### src/hdl/utf8_ansi_text_sanitizer_macros.svh
// Assertion macros shared by the sanitizer modules.
// Each macro takes a label, the clock, the active-low reset, the terms and a message.
`ifndef UTF8_ANSI_TEXT_SANITIZER_MACROS_SVH
`define UTF8_ANSI_TEXT_SANITIZER_MACROS_SVH

// A condition that must hold at every clock edge out of reset.
`define UTF8S_ASSERT_ALWAYS(lbl, clk, rstn, prop, msg) \
  lbl: assert property (@(posedge clk) disable iff (!rstn) (prop)) else $error(msg);

// A consequence that must hold in the same cycle as its cause.
`define UTF8S_ASSERT_IMPLY(lbl, clk, rstn, ante, cons, msg) \
  lbl: assert property (@(posedge clk) disable iff (!rstn) (ante) |-> (cons)) else $error(msg);

// A consequence that must hold in the cycle after its cause.
`define UTF8S_ASSERT_NEXT(lbl, clk, rstn, ante, cons, msg) \
  lbl: assert property (@(posedge clk) disable iff (!rstn) (ante) |=> (cons)) else $error(msg);

`endif

### src/hdl/utf8s_pkg.sv
`default_nettype none

package utf8s_pkg;

  // Decoder modes.
  typedef enum logic [2:0] {
    MODE_NORMAL = 3'd0,
    MODE_ESC    = 3'd1,
    MODE_CSI    = 3'd2,
    MODE_E2A    = 3'd3,
    MODE_E2B    = 3'd4,
    MODE_SKIP   = 3'd5
  } mode_t;

  // Byte values the decoder looks for.
  localparam logic [7:0] BYTE_ESC     = 8'h1B;
  localparam logic [7:0] BYTE_LBRACK  = 8'h5B;
  localparam logic [7:0] BYTE_LOWER_M = 8'h6D;
  localparam logic [7:0] BYTE_LOWER_H = 8'h68;
  localparam logic [7:0] BYTE_LF      = 8'h0A;
  localparam logic [7:0] BYTE_E2      = 8'hE2;
  localparam logic [7:0] BYTE_80      = 8'h80;
  localparam logic [7:0] BYTE_LDQUOTE = 8'h9C;
  localparam logic [7:0] BYTE_RDQUOTE = 8'h9D;
  localparam logic [7:0] BYTE_LSQUOTE = 8'h98;
  localparam logic [7:0] BYTE_RSQUOTE = 8'h99;
  localparam logic [7:0] BYTE_EMDASH  = 8'h94;
  localparam logic [7:0] BYTE_LEAD    = 8'hC0;

  // Characters the decoder produces.
  localparam logic [6:0] CHAR_CR     = 7'h0D;
  localparam logic [6:0] CHAR_SPACE  = 7'h20;
  localparam logic [6:0] CHAR_DQUOTE = 7'h22;
  localparam logic [6:0] CHAR_APOS   = 7'h27;
  localparam logic [6:0] CHAR_DASH   = 7'h2D;

  // One result beat.
  typedef struct packed {
    logic [6:0] ch;
    logic       run_end;
  } res_ent_t;

  // Results caused by one input beat, first result in ent0.
  typedef struct packed {
    logic [1:0] n;
    res_ent_t   ent0;
    res_ent_t   ent1;
  } res_bundle_t;

  // Outcome of a byte handled as plain text.
  typedef struct packed {
    logic       emit;
    logic [6:0] ch;
    mode_t      mode;
  } nb_t;

  function automatic logic is_cont(input logic [7:0] b);
    return b[7:6] == 2'b10;
  endfunction

  // A byte seen in normal text mode.
  function automatic nb_t normal_byte(input logic [7:0] b, input logic last);
    nb_t r;
    r.emit = 1'b0;
    r.ch   = CHAR_SPACE;
    r.mode = MODE_NORMAL;
    priority if (b == BYTE_ESC) begin
      r.mode = MODE_ESC;
    end else if (!b[7]) begin
      r.emit = 1'b1;
      r.ch   = (b == BYTE_LF) ? CHAR_CR : b[6:0];
    end else if (b == BYTE_E2 && !last) begin
      r.mode = MODE_E2A;
    end else if (b >= BYTE_LEAD) begin
      r.emit = 1'b1;
      r.mode = MODE_SKIP;
    end else begin
      r.emit = 1'b1;
    end
    return r;
  endfunction

  // Three-byte sequences led by E2.
  function automatic logic [6:0] map_e2(input logic [7:0] b2, input logic [7:0] b3);
    logic [6:0] c;
    c = CHAR_SPACE;
    if (b2 == BYTE_80) begin
      if (b3 == BYTE_LDQUOTE || b3 == BYTE_RDQUOTE) begin
        c = CHAR_DQUOTE;
      end else if (b3 == BYTE_LSQUOTE || b3 == BYTE_RSQUOTE) begin
        c = CHAR_APOS;
      end else if (b3 == BYTE_EMDASH) begin
        c = CHAR_DASH;
      end
    end
    return c;
  endfunction

endpackage

`default_nettype wire

### src/hdl/utf8s_decode.sv
`default_nettype none

`include "utf8_ansi_text_sanitizer_macros.svh"

module utf8s_decode (
  input  wire logic                   clk,
  input  wire logic                   rst_n,
  input  wire logic                   accept,
  input  wire logic [7:0]             in_byte,
  input  wire logic                   in_final_byte,
  output utf8s_pkg::res_bundle_t      res
);

  utf8s_pkg::mode_t mode_r, mode_nxt;
  logic [7:0]       held_r, held_nxt;

  // Decoder state advances on every accepted beat.
  always_ff @(posedge clk) begin
    if (!rst_n) begin
      mode_r <= utf8s_pkg::MODE_NORMAL;
      held_r <= 8'h00;
    end else if (accept) begin
      mode_r <= mode_nxt;
      held_r <= held_nxt;
    end
  end

  // Next state and the results of the current byte.
  always_comb begin
    utf8s_pkg::nb_t nb;
    logic [1:0]     n;
    logic [6:0]     c0;
    logic [6:0]     c1;
    nb       = utf8s_pkg::normal_byte(in_byte, in_final_byte);
    n        = 2'd0;
    c0       = utf8s_pkg::CHAR_SPACE;
    c1       = utf8s_pkg::CHAR_SPACE;
    mode_nxt = mode_r;
    held_nxt = held_r;
    unique case (mode_r)
      utf8s_pkg::MODE_ESC: begin
        if (in_byte == utf8s_pkg::BYTE_LBRACK) begin
          mode_nxt = utf8s_pkg::MODE_CSI;
        end else begin
          n        = {1'b0, nb.emit};
          c0       = nb.ch;
          mode_nxt = nb.mode;
        end
      end
      utf8s_pkg::MODE_CSI: begin
        if (in_byte == utf8s_pkg::BYTE_LOWER_M || in_byte == utf8s_pkg::BYTE_LOWER_H) begin
          mode_nxt = utf8s_pkg::MODE_NORMAL;
        end
      end
      utf8s_pkg::MODE_E2A: begin
        if (!in_final_byte) begin
          held_nxt = in_byte;
          mode_nxt = utf8s_pkg::MODE_E2B;
        end else begin
          // The E2 was cut short: it gives a space, and the byte may give more.
          c0 = utf8s_pkg::CHAR_SPACE;
          if (utf8s_pkg::is_cont(in_byte)) begin
            n        = 2'd1;
            mode_nxt = utf8s_pkg::MODE_SKIP;
          end else begin
            n        = nb.emit ? 2'd2 : 2'd1;
            c1       = nb.ch;
            mode_nxt = nb.mode;
          end
        end
      end
      utf8s_pkg::MODE_E2B: begin
        n        = 2'd1;
        c0       = utf8s_pkg::map_e2(held_r, in_byte);
        held_nxt = 8'h00;
        mode_nxt = utf8s_pkg::MODE_NORMAL;
      end
      utf8s_pkg::MODE_SKIP: begin
        if (!utf8s_pkg::is_cont(in_byte)) begin
          n        = {1'b0, nb.emit};
          c0       = nb.ch;
          mode_nxt = nb.mode;
        end
      end
      default: begin
        n        = {1'b0, nb.emit};
        c0       = nb.ch;
        mode_nxt = nb.mode;
      end
    endcase

    // The end of a text always leaves the decoder ready for a new one.
    if (in_final_byte) begin
      mode_nxt = utf8s_pkg::MODE_NORMAL;
      held_nxt = 8'h00;
    end

    res.n            = n;
    res.ent0.ch      = c0;
    res.ent0.run_end = (n == 2'd1);
    res.ent1.ch      = c1;
    res.ent1.run_end = 1'b1;
  end

  `UTF8S_ASSERT_NEXT(a_final_clears, clk, rst_n, accept && in_final_byte, mode_r == utf8s_pkg::MODE_NORMAL && held_r == 8'h00, "final beat did not return decoder to normal mode")
  `UTF8S_ASSERT_IMPLY(a_two_only_cut_e2, clk, rst_n, res.n == 2'd2, mode_r == utf8s_pkg::MODE_E2A && in_final_byte, "two results outside a cut-short E2 sequence")
  `UTF8S_ASSERT_ALWAYS(a_n_range, clk, rst_n, res.n != 2'd3, "more than two results for one beat")

endmodule

`default_nettype wire

### src/hdl/utf8s_outq.sv
`default_nettype none

`include "utf8_ansi_text_sanitizer_macros.svh"

module utf8s_outq #(
  parameter int QDEPTH = 4
) (
  input  wire logic                   clk,
  input  wire logic                   rst_n,
  input  wire logic                   push_en,
  input  wire utf8s_pkg::res_bundle_t push_data,
  output logic                        full,
  output logic                        out_valid,
  input  wire logic                   out_stall,
  output logic [6:0]                  out_char,
  output logic                        out_run_end
);

  localparam int PW = (QDEPTH > 1) ? $clog2(QDEPTH) : 1;
  localparam int CW = $clog2(QDEPTH + 1);

  utf8s_pkg::res_ent_t q_r [QDEPTH];
  logic [PW-1:0]       wr_ptr_r, wr_ptr_nxt, wr_ptr1;
  logic [PW-1:0]       rd_ptr_r, rd_ptr_nxt;
  logic [CW-1:0]       cnt_r, cnt_nxt;
  logic [1:0]          push_n;
  logic                pop;

  function automatic logic [PW-1:0] ptr_inc(input logic [PW-1:0] p);
    return (p == PW'(QDEPTH - 1)) ? '0 : p + 1'b1;
  endfunction

  // Room for two results is kept free so any beat can be taken.
  assign full      = cnt_r > CW'(QDEPTH - 2);
  assign out_valid = cnt_r != '0;
  assign pop       = out_valid && !out_stall;
  assign push_n    = push_en ? push_data.n : 2'd0;
  assign wr_ptr1   = ptr_inc(wr_ptr_r);

  // Pointer and fill count updates.
  always_comb begin
    wr_ptr_nxt = wr_ptr_r;
    if (push_n == 2'd1) begin
      wr_ptr_nxt = wr_ptr1;
    end else if (push_n == 2'd2) begin
      wr_ptr_nxt = ptr_inc(wr_ptr1);
    end
    rd_ptr_nxt = pop ? ptr_inc(rd_ptr_r) : rd_ptr_r;
    cnt_nxt    = cnt_r + CW'(push_n) - CW'(pop);
  end

  always_ff @(posedge clk) begin
    if (!rst_n) begin
      wr_ptr_r <= '0;
      rd_ptr_r <= '0;
      cnt_r    <= '0;
    end else begin
      wr_ptr_r <= wr_ptr_nxt;
      rd_ptr_r <= rd_ptr_nxt;
      cnt_r    <= cnt_nxt;
    end
  end

  // Result storage: up to two entries written per beat.
  always_ff @(posedge clk) begin
    if (push_n != 2'd0) begin
      q_r[wr_ptr_r] <= push_data.ent0;
    end
    if (push_n == 2'd2) begin
      q_r[wr_ptr1] <= push_data.ent1;
    end
  end

  assign out_char    = q_r[rd_ptr_r].ch;
  assign out_run_end = q_r[rd_ptr_r].run_end;

  `UTF8S_ASSERT_ALWAYS(a_cnt_bound, clk, rst_n, cnt_r <= CW'(QDEPTH), "result queue overfilled")
  `UTF8S_ASSERT_NEXT(a_cnt_track, clk, rst_n, !pop, cnt_r == $past(cnt_r) + CW'($past(push_n)), "result queue count lost a push")

endmodule

`default_nettype wire

### src/hdl/utf8_ansi_text_sanitizer.sv
// Channel  | Ports                                 | Direction | Beat
// ---------+---------------------------------------+-----------+-----------------------
// input    | in_valid in_stall in_byte in_final_byte | in      | one raw text byte
// result   | out_valid out_stall out_char out_run_end | out    | one ASCII character
//
// A byte is decoded in the cycle it is accepted; its results are registered in the result queue.
// One byte per cycle is sustained while the result side drains one beat per cycle.
// A byte can give two results, so the result queue sets the rate: in_stall rises
// while fewer than two queue entries are free.
// rst_n is synchronous, active low, and empties the queue and clears decode state.
`default_nettype none

module utf8_ansi_text_sanitizer #(
  parameter int QDEPTH = 4
) (
  input  wire logic       clk,
  input  wire logic       rst_n,
  input  wire logic       in_valid,
  output logic            in_stall,
  input  wire logic [7:0] in_byte,
  input  wire logic       in_final_byte,
  output logic            out_valid,
  input  wire logic       out_stall,
  output logic [6:0]      out_char,
  output logic            out_run_end
);

  utf8s_pkg::res_bundle_t res;
  logic                   accept;

  assign accept = in_valid && !in_stall;

  // Byte decoder and escape tracker.
  utf8s_decode u_decode (
    .clk           (clk),
    .rst_n         (rst_n),
    .accept        (accept),
    .in_byte       (in_byte),
    .in_final_byte (in_final_byte),
    .res           (res)
  );

  // Result queue parting the two channels.
  utf8s_outq #(
    .QDEPTH (QDEPTH)
  ) u_outq (
    .clk         (clk),
    .rst_n       (rst_n),
    .push_en     (accept),
    .push_data   (res),
    .full        (in_stall),
    .out_valid   (out_valid),
    .out_stall   (out_stall),
    .out_char    (out_char),
    .out_run_end (out_run_end)
  );

endmodule

`default_nettype wire
### config.mk
export PLATFORM = sky130hd
export DESIGN_NAME = utf8_ansi_text_sanitizer
export DESIGN_NICKNAME = d
export VERILOG_FILES = /design/src/hdl/utf8s_pkg.sv /design/src/hdl/utf8s_decode.sv /design/src/hdl/utf8s_outq.sv /design/src/hdl/utf8_ansi_text_sanitizer.sv
export VERILOG_INCLUDE_DIRS = /design/src /design/src/hdl
export SDC_FILE = /design/constraint.sdc
export NUM_CORES = 1
export LEC_CHECK = 0
export ABC_AREA = 1
export BUFFER_PORTS_ARGS = -buffer_cell sky130_fd_sc_hd__buf_4
export CAP_MARGIN = 20
export CELL_PAD_IN_SITES_DETAIL_PLACEMENT = 0
export CELL_PAD_IN_SITES_GLOBAL_PLACEMENT = 1
export CORE_AREA = 8 8 99 92
export CTS_BUF_LIST = sky130_fd_sc_hd__clkbuf_8
export DETAILED_ROUTE_END_ITERATION = 8
export DIE_AREA = 0 0 107 100
export HOLD_SLACK_MARGIN = 0.1
export PLACE_DENSITY_LB_ADDON = 0.1
export SYNTH_ARGS = -nofsm -noshare
export SYNTH_HDL_FRONTEND = slang
export SYNTH_HIERARCHICAL = 1
export SYNTH_SLANG_ARGS = --single-unit
### constraint.sdc
create_clock -name clk -period 4.1 [get_ports clk]
set_clock_uncertainty 0.2 [all_clocks]
set_input_delay 0.82 -clock clk [delete_from_list [all_inputs] [get_ports clk]]
set_output_delay 0.82 -clock clk [all_outputs]
set_load 0.01 [all_outputs]
== Word level (Yosys, flattened, before mapping) ==
Memory sizes are Yosys's and may differ from the RTL's. A register that Yosys moved wholly into a read port is not among the register bits.
Cells that the tools add are included.

* Eq/ne operators: 26
* Add/sub/neg operators: 5
* Multiplexer cells: 43
* Magnitude comparators: 2
* Reduce and logical (&&, ||, !) cells: 16

{| class="wikitable"
|+ Operators with widths
! kind !! number
|-
| 7-bit 2-to-1 mux || 9
|-
| 8-bit equality test, second input constant || 7
|-
| 7-bit case mux with 4 select lines || 1
|-
| 8-bit by 7-bit equality test with 1-bit output, second input constant || 3
|-
| 3-bit 2-to-1 mux || 8
|-
| 2-bit 2-to-1 mux || 11
|-
| 8-bit 2-to-1 mux || 2
|-
| 8-bit case mux with 2 select lines || 1
|-
| 3-bit case mux with 5 select lines || 1
|-
| 2-bit equality test, second input constant || 5
|-
| 2-bit case mux with 5 select lines || 1
|-
| 8-bit by 4-bit equality test with 1-bit output, second input constant || 1
|-
| 8-bit by 5-bit equality test with 1-bit output, second input constant || 1
|-
| 8-bit greater-or-equal comparator, second input constant || 1
|-
| 1-bit 2-to-1 mux || 8
|-
| 2-bit by 1-bit adder with 2-bit output, second input constant || 3
|-
| 3-bit by 2-bit equality test with 1-bit output, second input constant || 2
|-
| 3-bit equality test, second input constant || 2
|-
| 3-bit nonzero test || 2
|-
| 2-bit by 1-bit equality test with 1-bit output, second input constant || 2
|-
| 4-bit 2-to-1 mux || 1
|-
| 2-bit nonzero test || 2
|-
| 3-bit by 2-bit adder with 3-bit output || 1
|-
| 3-bit by 1-bit equality test with 1-bit output, second input constant || 1
|-
| other kinds (10) || 16
|}

* Register bits: 18
* Input bits: 13
* Bits in writable memories: 32
* Word-level logic and storage cells: 98
* Memories: 1

{| class="wikitable"
|+ Memory list
! memory !! words !! bits a word !! rd ports !! clocked after Yosys merged registers in !! write ports !! RTL line !! source
|-
| u_outq.q_r || 4 || 8 || 1 || 1 || 2 || utf8s_outq.sv:22 || <nowiki>utf8s_pkg::res_ent_t q_r [QDEPTH];</nowiki>
|}

== Depth between registers and ports, before layout ==
Gate-level depths: netlist (run 1).

* Word-level depth: 13
* Gate-level depth with buffers: 19
* Mapped depth without buffers: 19

== Hierarchy ==
The synthesis (run 1) kept the hierarchy.

{| class="wikitable"
|+ Modules (own cells, without submodules)
! module !! cells an instance !! seq. area each (µm²) !! instances !! area each (µm²)
|-
| utf8s_outq || 245 || 1,141.1 || 1 || 2,139.6
|-
| utf8s_decode || 179 || 220.2 || 1 || 1,062.3
|-
| utf8_ansi_text_sanitizer || 2 || 0.0 || 1 || 10.0
|}

== Worst setup path before layout (run 1) ==
Ideal clock, no wire load.

* Path kind: input to register
* From: input port in_byte[3]
* To: memory u_outq/q_r[0][0] in the netlist's numbering (enable)
* Stages on the path: 11
* Data arrival time: 2.592 ns
* Required time: 3.516 ns
* Setup time: 0.384 ns
* Setup slack: 0.924 ns
* Path through: buf_4 nor3_2 nand3_1 nand3b_1 nand2_1 nand3_1 nand2_1 nand2_1 nand2_1 ha_1 o21ai_0

{| class="wikitable"
|+ RTL lines
! item !! RTL line !! source
|-
| from (decl) || utf8_ansi_text_sanitizer.sv:20 || <nowiki>input wire logic [7:0] in_byte,</nowiki>
|-
| to (decl) || utf8s_outq.sv:22 ||
|}

==> results.md, run 1 <==
- Status: finished clean
- Peak fanout along the critical path: 17
- Delay-heaviest family, CP: simple AND/OR/NAND/NOR gates
- Post_cts resized: 0
- DPL Wire Length: 6224 um
- Total track usage: 15.17%
- Slowest-stage cell, CP: nand2_1
- DIE WIDTH: 107 um
- Area share of and/or/nand/nor cells after synthesis: 29.29%
- Crit path top cell by count: nand2_1
- Fin. max-slew vios: 0
- Overall power: 1.941 mW
- Worst relative slew slack: 62.27%
- WL final: 7871 um
- CP peak stage delay: 0.29 ns
- Fraction of power spent switching nets: 40.74%
- Synth Area in XOR/XNOR: 0.2727%
- CTS sink cnt: 52
- Leak Pwr: 1.547 nW
- Startpoint types: input pin
- Post-layout min period: 3.229 ns
- Setup TNS: 0 ns
- Critical path origin: in_byte[0]
- Synth cell types: 31
- Crit share post-route: 78.75%
- H-Tree Depth: 2
- Largest net degree at the start of global routing: 19
- Number of diodes: 0
- Post-synthesis compound-gate area fraction: 13.44%
- Initial drt markers: 199
- Hold slack: 0.2771 ns
- CP arrival: 3.05 ns
- Commonest non-fill, non-tap cell in the layout: nand2_1
- Maximum capacitance violations: 0
- Post-synthesis cell count: 426
- Internal: 1.150 mW
- Vias in the first global route: 2530
- Post-route cell area: 3581 um^2
- Post-route DRC violation count: 0
- GP Congestion: 0.8782
- Hold Fails Final Rpt: 0
- Most frequent cells in the layout: nand2_1, nor2_1, o21ai_0
- Crit Path Class: input pin to flip-flop
- Nets: 481
- Syn_area_per_cell: 7.540 um^2
- # hold bufs at CTS: 0
- Mux share of post-synthesis cell area: 0%
- Reg area: 1361 um^2
- Pre-CTS setup slack: 0.4020 ns
- WP buf/inv: 3
- Clock transition at path regs: 0.10 ns
- Core Area: 7395 um^2
- Area of the multi-input gates: 1568 um^2
- Vias/cell: 5.011
- Clock power share: 15.8%
- Sequential cell area fraction in the yosys report: 42.38%
- Setup WS post-layout: 0.8712 ns
- Sw power: 0.7906 mW
- Most common flop cell mapped by yosys: edfxtp_1
- Die ar.: 10700 um^2
- Syn_nets: 453
- Placement Rows: 30
- Via Count: 2761
- Largest family of logic cells by synthesized area: simple AND/OR/NAND/NOR gates
- CTS tree: built
- R2R Path Start: u_decode/mode_r[1]
- Gr ovfl total: 0
- Io pins: 23
- Pre-Repair DR Iteration Count: 5
- Slew @ Worst Pin: 0.5601 ns
- Area grow syn2layout: 11.49%
- Comb pwr share: 44.6%
- Hold Startpoint: u_decode/held_r[2]
- Setup crit end kind: flip-flop
- Synthesized cell area: 3212 um^2
- Crit path required time: 3.92 ns
- Hold Crit Class: flip-flop to flip-flop
- ANT nets after route: 0
- DR WL/cell: 14.28 um
- Initial core utilization: 43.43%
- Worst-skew pair later-pin latency: 0.31 ns
- Post-synth EDFFs: 32
- Placed cell area: 3462 um^2
- F_max: 309.7 MHz
- Register share of total power: 39.6%
- Post-CTS Setup Bufs: 0
- RSZ-0062 raised after global routing: false
- First-pass GRT wire length: 12790 um
- Initial antenna violation count: 0
- Clock Path Buffers: 2
- Port bufs: 22
- DIE HEIGHT: 100 um
- Num CTS Buffers: 5
- Pwr Density: 541.9 nW/um^2
- Fill count: 716
- Maximum vdd drop: 0.2053 mV
- CTS root buffer: clkbuf_8
- Share of layout cells above drive strength 1: 15.16%
- Final setup violation count: 0
- Synth Area in Adders: 5.688%
- Synth Register Bits: 52
- Synth warn: 6
- Cells along the critical path: buf_4, inv_1, nand2_1, nor2_1, nand3_1, nand2_1, nor2_1, nand2_1, nand3_1, nand2_1, nand2_1, nand2_1, ha_1, nand2_1, o21ai_0, buf_2
- Async S/R FF share, synth: 0%
-- per-stage QoR --
step	util [%]	instances
2_1_floorplan	-	426
3_3_place_gp	46.82	539
3_5_place_dp	46.82	539
4_1_cts	48.12	547
5_1_grt	48.43	551
6_report	48.43	551
-- registers in the layout (all words and copies together), names as in the netlist, named ones only --
name             count
u_outq/q_r          32
u_outq/rd_ptr_r      2
u_decode/mode_r      3
u_decode/held_r      8
u_outq/cnt_r         3
u_outq/wr_ptr_r      2
-- final timing paths --
check,to,slack [ns],cells past startpoint
worst min-delay path,u_decode/held_r[2],0.28,2
worst min register to register,u_decode/held_r[2],0.28,2
worst max register to register,u_outq/q_r[2][5],1.15,10
worst max-delay path,u_outq/q_r[2][5],0.87,16
-- worst register-to-register path, stage by stage, from the launching register on --
cell	delay, ns
dfxtp_1	0.44
nand3_1	0.20
nor2_1	0.23
inv_1	0.18
nor2_1	0.14
nand2_1	0.12
inv_1	0.09
ha_1	0.20
nand2_1	0.29
o21ai_0	0.29
buf_2	0.27
-- Yosys cell counts, types with 2 or more instances --
cell	count	area (um^2)
nand3_1	27	135.1
nand2_1	98	367.9
buf_6	2	22.52
nand3b_1	2	15.01
a21oi_1	17	85.08
dfxtp_1	20	400.4
ha_1	13	162.7
buf_4	2	15.01
o21ai_1	7	35.03
nor3_2	2	20.02
edfxtp_1	32	960.9
inv_2	10	37.54
o22ai_1	9	56.30
inv_1	46	172.7
nor2_2	3	18.77
nor2_1	55	206.5
nor4_1	2	12.51
o21ai_0	51	255.2
nand3_2	4	40.04
clkbuf_2	4	20.02
nand2_2	8	50.05
nand4_1	3	18.77
-- power groups by stage --
stage               clock network, mW  logic, mW  registers [mW]
CTS                             0.323      0.868           0.768
detailed placement                  0      0.863           0.780
floorplan                           0      0.613           0.750
finish                          0.307      0.866           0.768
global route                    0.341      0.995           0.780
global placement                    0      0.862           0.779
-- cell families (layout without fill, tap and decap cells) --
| family | count (synthesis) | in the layout |
|---|---|---|
| buf+inv | 66 | 95 |
| other cells | 1 | 1 |
| xor+xnor | 1 | 1 |
| fa+ha+maj | 14 | 14 |
| flops | 52 | 52 |
| simple gates | 208 | 208 |
| compound gates | 84 | 84 |
-- area by class of cell --
class | count | area share [%]
inverters | 58 | 6.289
repair buffers | 29 | 5.870
multi-input cells | 308 | 43.78
well taps | 96 | 3.354
clock buffers | 5 | 1.922
clock inverters | 3 | 0.7687
flip-flops and latches | 52 | 38.02
-- layer usage --
| metal | vias up | GRT usage (%) | share of wire, % |
|---|---|---|---|
| met5 | - | 0 | 0 |
| met4 | 0 | 3.243 | 1.2 |
| met3 | 9 | 2.691 | 4.0 |
| met2 | 58 | 24.37 | 45 |
| met1 | 1241 | 20.67 | 50 |
| li1 | 1453 | - | - |
(Power assumes the default switching activity.)
==> inputs of run 2 (changes only) <==
- ABC_AREA: 1 -> 0
- clock period: 4.1 -> 2.8 ns (I/O delays scaled with it)
==> run 2 against run 1 <==
The flow now finishes with violations (setup timing); design area is 22% higher; largest cell class unchanged; critical endpoint is now u_outq/q_r[0][0]; setup slack worse by 1.0 ns; total power is 23% higher; synthesized area is 1.5% higher; count of clock-buffer cells in the layout stayed put; critical path type is now flip-flop to flip-flop; routed wire length is 5.3% higher; final cell count is 14% lower.
==> results.md, run 2 <==
- Post-synthesis compound-gate area fraction: 10.36% (was 13.44%)
- Most common library cells after synthesis: edfxtp_1, mux2_2, nand2_1 (was nand2_1, nor2_1, o21ai_0)
- Setup WS post-layout: -0.1354 ns (was 0.8712 ns)
- Clock Path Buffers: 2 (unchanged)
- Nets: 402 (was 481)
- WL final: 8285 um (was 7871 um)
- Hold Crit Class: flip-flop to flip-flop (unchanged)
- Synth cell types: 60 (was 31)
- Vias in the first global route: 2701 (was 2530)
- Final setup violation count: 41 (was 0)
- Vias/cell: 5.377 (was 5.011)
- Area grow syn2layout: 34.36% (was 11.49%)
- Largest net degree at the start of global routing: 25 (was 19)
- Most common flop cell mapped by yosys: edfxtp_1 (unchanged)
- Commonest non-fill, non-tap cell in the layout: buf_4 (was nand2_1)
- Pre-CTS setup slack: -0.3442 ns (was 0.4020 ns)
- Crit path required time: 2.68 ns (was 3.92 ns)
- Setup crit end kind: flip-flop (unchanged)
- DR WL/cell: 17.55 um (was 14.28 um)
- Post-route cell area: 4379 um^2 (was 3581 um^2)
- Via Count: 2538 (was 2761)
- Num CTS Buffers: 5 (unchanged)
- Synth Area in Adders: 5.605% (was 5.688%)
- CTS sink cnt: 52 (unchanged)
- Post-synthesis cell count: 295 (was 426)
- CTS tree: built (unchanged)
- F_max: 340.7 MHz
- Die ar.: 10700 um^2 (unchanged)
- Syn_nets: 322 (was 453)
- Clock transition at path regs: 0.11 ns (was 0.10 ns)
- Gr ovfl total: 0 (unchanged)
- Fin. max-slew vios: 0 (unchanged)
- Sw power: 0.7782 mW (was 0.7906 mW)
- Number of diodes: 0 (unchanged)
- Placed cell area: 3958 um^2 (was 3462 um^2)
- DIE HEIGHT: 100 um (unchanged)
- Synth top area cells: edfxtp_1, dfxtp_1, mux2_2, mux4_2, ha_1 (was edfxtp_1, dfxtp_1, nand2_1, o21ai_0, nor2_1)
- # hold bufs at CTS: 0 (unchanged)
- ANT nets after route: 0 (unchanged)
- Peak fanout along the critical path: 5 (was 17)
- Register share of total power: 40.8% (was 39.6%)
- Share of layout cells above drive strength 1: 46.28% (was 15.16%)
- GP Congestion: 0.8140 (was 0.8782)
- Maximum capacitance violations: 0 (unchanged)
- Max reg flops: 32 (unchanged)
- CTS root buffer: clkbuf_8 (unchanged)
- Worst relative slew slack: 58.91% (was 62.27%)
- Internal: 1.616 mW (was 1.150 mW)
- Sequential cell area fraction in the yosys report: 41.77% (was 42.38%)
- DPL Wire Length: 5883 um (was 6224 um)
- Biggest register: u_outq/q_r (unchanged)
- Maximum vdd drop: 0.4034 mV (was 0.2053 mV)
- Crit share post-route: 104.8%
- Port bufs: 22 (unchanged)
- Clock power share: 19.4% (was 15.8%)
- Syn_area_per_cell: 11.05 um^2 (was 7.540 um^2)
- Initial drt markers: 126 (was 199)
- Io pins: 23 (unchanged)
- Synth Area in XOR/XNOR: 1.344% (was 0.2727%)
- Synthesized cell area: 3259 um^2 (was 3212 um^2)
- Pre-Repair DR Iteration Count: 4 (was 5)
- Hold Fails Final Rpt: 0 (unchanged)
- Most frequent cells in the layout: buf_4, edfxtp_1, mux2_2 (was nand2_1, nor2_1, o21ai_0)
- Placement Rows: 30 (unchanged)
- Synth warn: 6 (unchanged)
- Slew @ Worst Pin: 0.6140 ns (was 0.5601 ns)
- Largest family of logic cells by synthesized area: multiplexers (was simple AND/OR/NAND/NOR gates)
- Mux share of post-synthesis cell area: 19.04% (was 0%)
- Fraction of power spent switching nets: 32.50% (was 40.74%)
- CP arrival: 2.82 ns (was 3.05 ns)
- Failing checks: setup timing
- Crit Path Class: flip-flop to flip-flop (was input pin to flip-flop)
- Synth Register Bits: 52 (unchanged)
- Comb pwr share: 39.9% (was 44.6%)
- Setup TNS: -2.535 ns (was 0 ns)
- First-pass GRT wire length: 13860 um (was 12790 um)
- Pwr Density: 546.8 nW/um^2 (was 541.9 nW/um^2)
- Initial antenna violation count: 0 (unchanged)
- H-Tree Depth: 2 (unchanged)
- Yosys top cell by area: edfxtp_1 (unchanged)
- Post-route DRC violation count: 0 (unchanged)
- DIE WIDTH: 107 um (unchanged)
- Largest registers: u_outq/q_r (32), u_decode/held_r (8) (unchanged)
- Async S/R FF share, synth: 0% (unchanged)
- Top-area cell type share of the netlist area: 29.48% (was 29.92%)
- Post-synth EDFFs: 32 (unchanged)
- Area share of and/or/nand/nor cells after synthesis: 17.50% (was 29.29%)
- Core Area: 7395 um^2 (unchanged)
- Total track usage: 16.34% (was 15.17%)
- Status: finished, violations left (was finished clean)
- Initial core utilization: 44.08% (was 43.43%)
- RSZ-0062 raised after global routing: true (was false)
- Post-layout min period: 2.935 ns
- Leak Pwr: 1.705 nW (was 1.547 nW)
- Worst-skew pair later-pin latency: 0.32 ns (was 0.31 ns)
- Startpoint types: flip-flop (was input pin)
- Hold slack: 0.2663 ns (was 0.2771 ns)
## run 2: cell count changes in the layout (fill, tap and decap cells not counted), sizes merged, moves of 15 or more
| cell | previous run | this run |
|---|---|---|
| mux2 | 0 | 32 |
| o21ai | 58 | 10 |
| buf | 27 | 86 |
| nor2 | 59 | 6 |
| inv | 59 | 17 |
| nand3 | 31 | 10 |
| a21oi | 17 | 2 |
| nand2 | 108 | 33 |
## run 2: power by group through the flow
stage          logic [mW]  clock network (mW)  registers [mW]
6_report            0.955               0.463           0.976
4_1_cts             0.927               0.474           0.977
5_1_grt              1.05               0.502           0.991
3_3_place_gp        0.821                   0           0.992
3_5_place_dp        0.828                   0           0.996
2_1_floorplan       0.569                   0           0.970
## run 2: per-layer routing
layer,vias up,GRT usage [%],part of all wire (%)
met4,0,5.189,0.97
li1,1269,-,-
met2,34,25.61,46
met1,1227,21.95,50
met3,8,3.331,3.0
met5,-,0,0
## run 2: final timing paths
kind	start	cells past startpoint	end	slack, ns
max	u_decode/mode_r[1]	12	u_outq/q_r[0][0]	-0.14
min	u_decode/held_r[7]	2	u_decode/held_r[7]	0.27
max reg2reg	u_decode/mode_r[1]	12	u_outq/q_r[0][0]	-0.14
min reg2reg	u_decode/held_r[7]	2	u_decode/held_r[7]	0.27
## run 2: worst max-delay path, cell delays in order (launching register included)
cell	delay, ns
dfxtp_4	0.40
inv_4	0.04
ha_4	0.23
or4_4	0.47
a2bb2oi_2	0.16
o221ai_2	0.16
nand2_2	0.09
buf_4	0.15
ha_4	0.18
buf_12	0.15
nand2_8	0.08
buf_6	0.10
mux2_4	0.28
## run 2: cells by family (layout without fill, tap and decap cells)
logic type,after synthesis,count (layout)
AOI/OAI and AO/OA,45,45
xor gates and xnor gates,5,5
adders and majority gates,14,14
buffers and inverters,31,110
DFF,52,52
muxes,48,48
other,1,1
and+or+nand+nor,99,101
## run 2: layout make-up
type | count | area (um^2)
Clock buffer | 5 | 68.82
Clock inverter | 3 | 27.53
Fill cell | 620 | 3015
Inverter | 16 | 62.56
Multi-Input combinational cell | 214 | 2033
Sequential cell | 52 | 1365
Tap cell | 96 | 120.1
Timing Repair Buffer | 86 | 701.9
## run 2: stage by stage
stage          instances  power, mW  util, %
6_report             472      2.394    59.22
5_1_grt              472      2.542    59.22
4_1_cts              468      2.379    58.09
3_5_place_dp         449      1.824    53.52
3_3_place_gp         449      1.813    53.52
2_1_floorplan        295      1.539        -
## run 2: repair_timing
action / in CTS / in global routing
pin swaps: 6 / 6
gates resized for setup: 21 / 11
cloned: 2 / 0
endpoints found under the setup margin: 66 / 68
setup buffers: 9 / 4
endpoints found under the hold margin: 0 / 0
==> inputs of run 3 (changes only) <==
- CORE_AREA: 8 8 99 92 -> 2 2 93 86
- DIE_AREA: 0 0 107 100 -> 0 0 95 88
- RECOVER_POWER: default -> 100
==> run 3 against run 2 <==
The flow still finishes with violations (setup timing); via count rose by 2.4%; first-iteration DRC count grew 5.6%; register-to-register slack better by 0.02 ns; critical path depth decreased by 1; sequential share of layout area up 0.073 points; count of clock-buffer cells in the layout stayed put; critical path type unchanged; largest power group unchanged.
==> results.md, run 3 (synthesis results as in run 2) <==
- Pwr Density: 528.8 nW/um^2 (was 546.8 nW/um^2)
- Area grow syn2layout: 34.16% (was 34.36%)
- Die ar.: 8360 um^2 (was 10700 um^2)
- Maximum vdd drop: 0.3625 mV (was 0.4034 mV)
- Maximum capacitance violations: 0 (unchanged)
- Reg area: 1366 um^2 (was 1365 um^2)
- Via Count: 2599 (was 2538)
- Final setup violation count: 42 (was 41)
- Largest registers: u_outq/q_r (32), u_decode/held_r (8) (unchanged)
- Area of the multi-input gates: 2049 um^2 (was 2033 um^2)
- Crit share post-route: 104.1% (was 104.8%)
- ANT nets after route: 0 (unchanged)
- Core Area: 7395 um^2 (unchanged)
- CP arrival: 2.93 ns (was 2.82 ns)
- Hold Fails Final Rpt: 0 (unchanged)
- Vias/cell: 5.506 (was 5.377)
- Crit Path Class: flip-flop to flip-flop (unchanged)
- DPL Wire Length: 5620 um (was 5883 um)
- Port bufs: 22 (unchanged)
- Startpoint types: flip-flop (unchanged)
- Post-route DRC violation count: 0 (unchanged)
- Crit path required time: 2.82 ns (was 2.68 ns)
- Status: finished, violations left (unchanged)
- Fin. max-slew vios: 0 (unchanged)
- Fill count: 627 (was 620)
- Setup WS post-layout: -0.1147 ns (was -0.1354 ns)
- Pre-Repair DR Iteration Count: 4 (unchanged)
- Max reg flops: 32 (unchanged)
- Num CTS Buffers: 5 (unchanged)
- # hold bufs at CTS: 0 (unchanged)
- DIE WIDTH: 95 um (was 107 um)
- Gr ovfl total: 0 (unchanged)
- R2r setup slk: -0.11 ns (was -0.14 ns)
- Biggest register: u_outq/q_r (unchanged)
- Share of layout cells above drive strength 1: 43.62% (was 46.28%)
- Pre-CTS setup slack: -0.3402 ns (was -0.3442 ns)
- Placed cell area: 3970 um^2 (was 3958 um^2)
- Post-route cell area: 4373 um^2 (was 4379 um^2)
- Initial drt markers: 133 (was 126)
- Number of diodes: 0 (unchanged)
- F_max: 343.1 MHz (was 340.7 MHz)
- CTS sink cnt: 52 (unchanged)
- DR WL/cell: 17.40 um (was 17.55 um)
- Largest net degree at the start of global routing: 25 (unchanged)
- WL final: 8211 um (was 8285 um)
- H-Tree Depth: 2 (unchanged)
- Worst relative slew slack: 56.77% (was 58.91%)
- RSZ-0062 raised after global routing: true (unchanged)
- Initial core utilization: 44.08% (unchanged)
- Peak fanout along the critical path: 9 (was 5)
- Failing checks: setup timing (unchanged)
- Commonest non-fill, non-tap cell in the layout: buf_4 (unchanged)
- CTS tree: built (unchanged)
- Worst-skew pair later-pin latency: 0.31 ns (was 0.32 ns)
- Initial antenna violation count: 0 (unchanged)
- Nets: 402 (unchanged)
- Total track usage: 20.57% (was 16.34%)
- Clock transition at path regs: 0.10 ns (was 0.11 ns)
- Slew @ Worst Pin: 0.6461 ns (was 0.6140 ns)
- Clock Path Buffers: 2 (unchanged)
- CTS root buffer: clkbuf_8 (unchanged)
- Setup crit end kind: flip-flop (unchanged)
- Placement Rows: 30 (unchanged)
- Hold Crit Class: flip-flop to flip-flop (unchanged)
- Leak Pwr: 1.619 nW (was 1.705 nW)
- Most frequent cells in the layout: buf_4, edfxtp_1, mux2_2 (unchanged)
- DIE HEIGHT: 88 um (was 100 um)
- GP Congestion: 0.8484 (was 0.8140)
- Post-layout min period: 2.915 ns (was 2.935 ns)
- First-pass GRT wire length: 13070 um (was 13860 um)
- Vias in the first global route: 2558 (was 2701)
- Io pins: 23 (unchanged)
-- run 3: cell types whose count changed in the layout (fill, tap and decap cells not counted), sizes merged --
cell    previous run  this run
clkbuf             5        17
buf               86        73
nand2             33        34
-- run 3: path summary, 6_finish.rpt --
path / from / end / depth (start not counted)
setup / recovery: u_decode/mode_r[2] / u_outq/cnt_r[1] / 11
hold / removal: u_decode/held_r[2] / u_decode/held_r[2] / 2
setup reg to reg: u_decode/mode_r[2] / u_outq/cnt_r[1] / 11
hold reg to reg: u_decode/held_r[2] / u_decode/held_r[2] / 2
-- run 3: layout make-up --
class | count | area share [%]
Tap cell | 96 | 2.747
Inverter | 16 | 1.373
Timing Repair Buffer | 85 | 15.57
Sequential cell | 52 | 31.24
Clock buffer | 5 | 1.574
Clock inverter | 3 | 0.6295
Multi-Input combinational cell | 215 | 46.87
-- run 3: per-layer routing --
layer | part of all wire [%] | vias up | track usage (%)
met2 | 48 | 40 | 33.91
met3 | 2.9 | 4 | 3.356
met1 | 49 | 1288 | 29.05
li1 | - | 1267 | -
met4 | 0.39 | 0 | 3.689
met5 | 0 | - | 0
-- run 3: repair_timing --
action / CTS / global route
setup buffers: 10 / 4
resized for setup: 19 / 13
pin swaps: 9 / 7
cloned: 3 / 0
endpoints found under the setup margin: 66 / 68
-- run 3: metrics by stage --
| stage | total power, mW | TNS, ns | util (%) | hold slack (ns) | std cells |
|---|---|---|---|---|---|
| after floorplan | 1.539 | -0.7308 | - | 0.2362 | 295 |
| after global placement | 1.804 | -15.06 | 53.69 | 0.2489 | 449 |
| after detailed placement | 1.815 | -17.41 | 53.69 | 0.2571 | 449 |
| after CTS | 2.336 | -3.000 | 58.39 | 0.2696 | 468 |
| after global routing | 2.449 | -6.066 | 59.14 | 0.2901 | 472 |
| final | 2.312 | -1.296 | 59.14 | 0.2694 | 472 |
-- run 3: critical path: stages, from the launching register on --
cell      delay, ns
dfxtp_4        0.37
buf_6          0.13
nand4b_1       0.26
nor3_2         0.30
a311oi_2       0.17
o221ai_2       0.21
nand2_2        0.12
buf_6          0.13
xnor2_1        0.15
ha_2           0.20
fa_2           0.41
and2_1         0.16
-- run 3: power breakdown --
group / internal, mW / leakage, nW / switching [mW] / total, mW
logic: 0.436 / 1.12 / 0.436 / 0.873
registers: 0.921 / 0.456 / 0.0531 / 0.974
clock network: 0.184 / 0.0463 / 0.281 / 0.466
total: 1.54 / 1.62 / 0.770 / 2.31
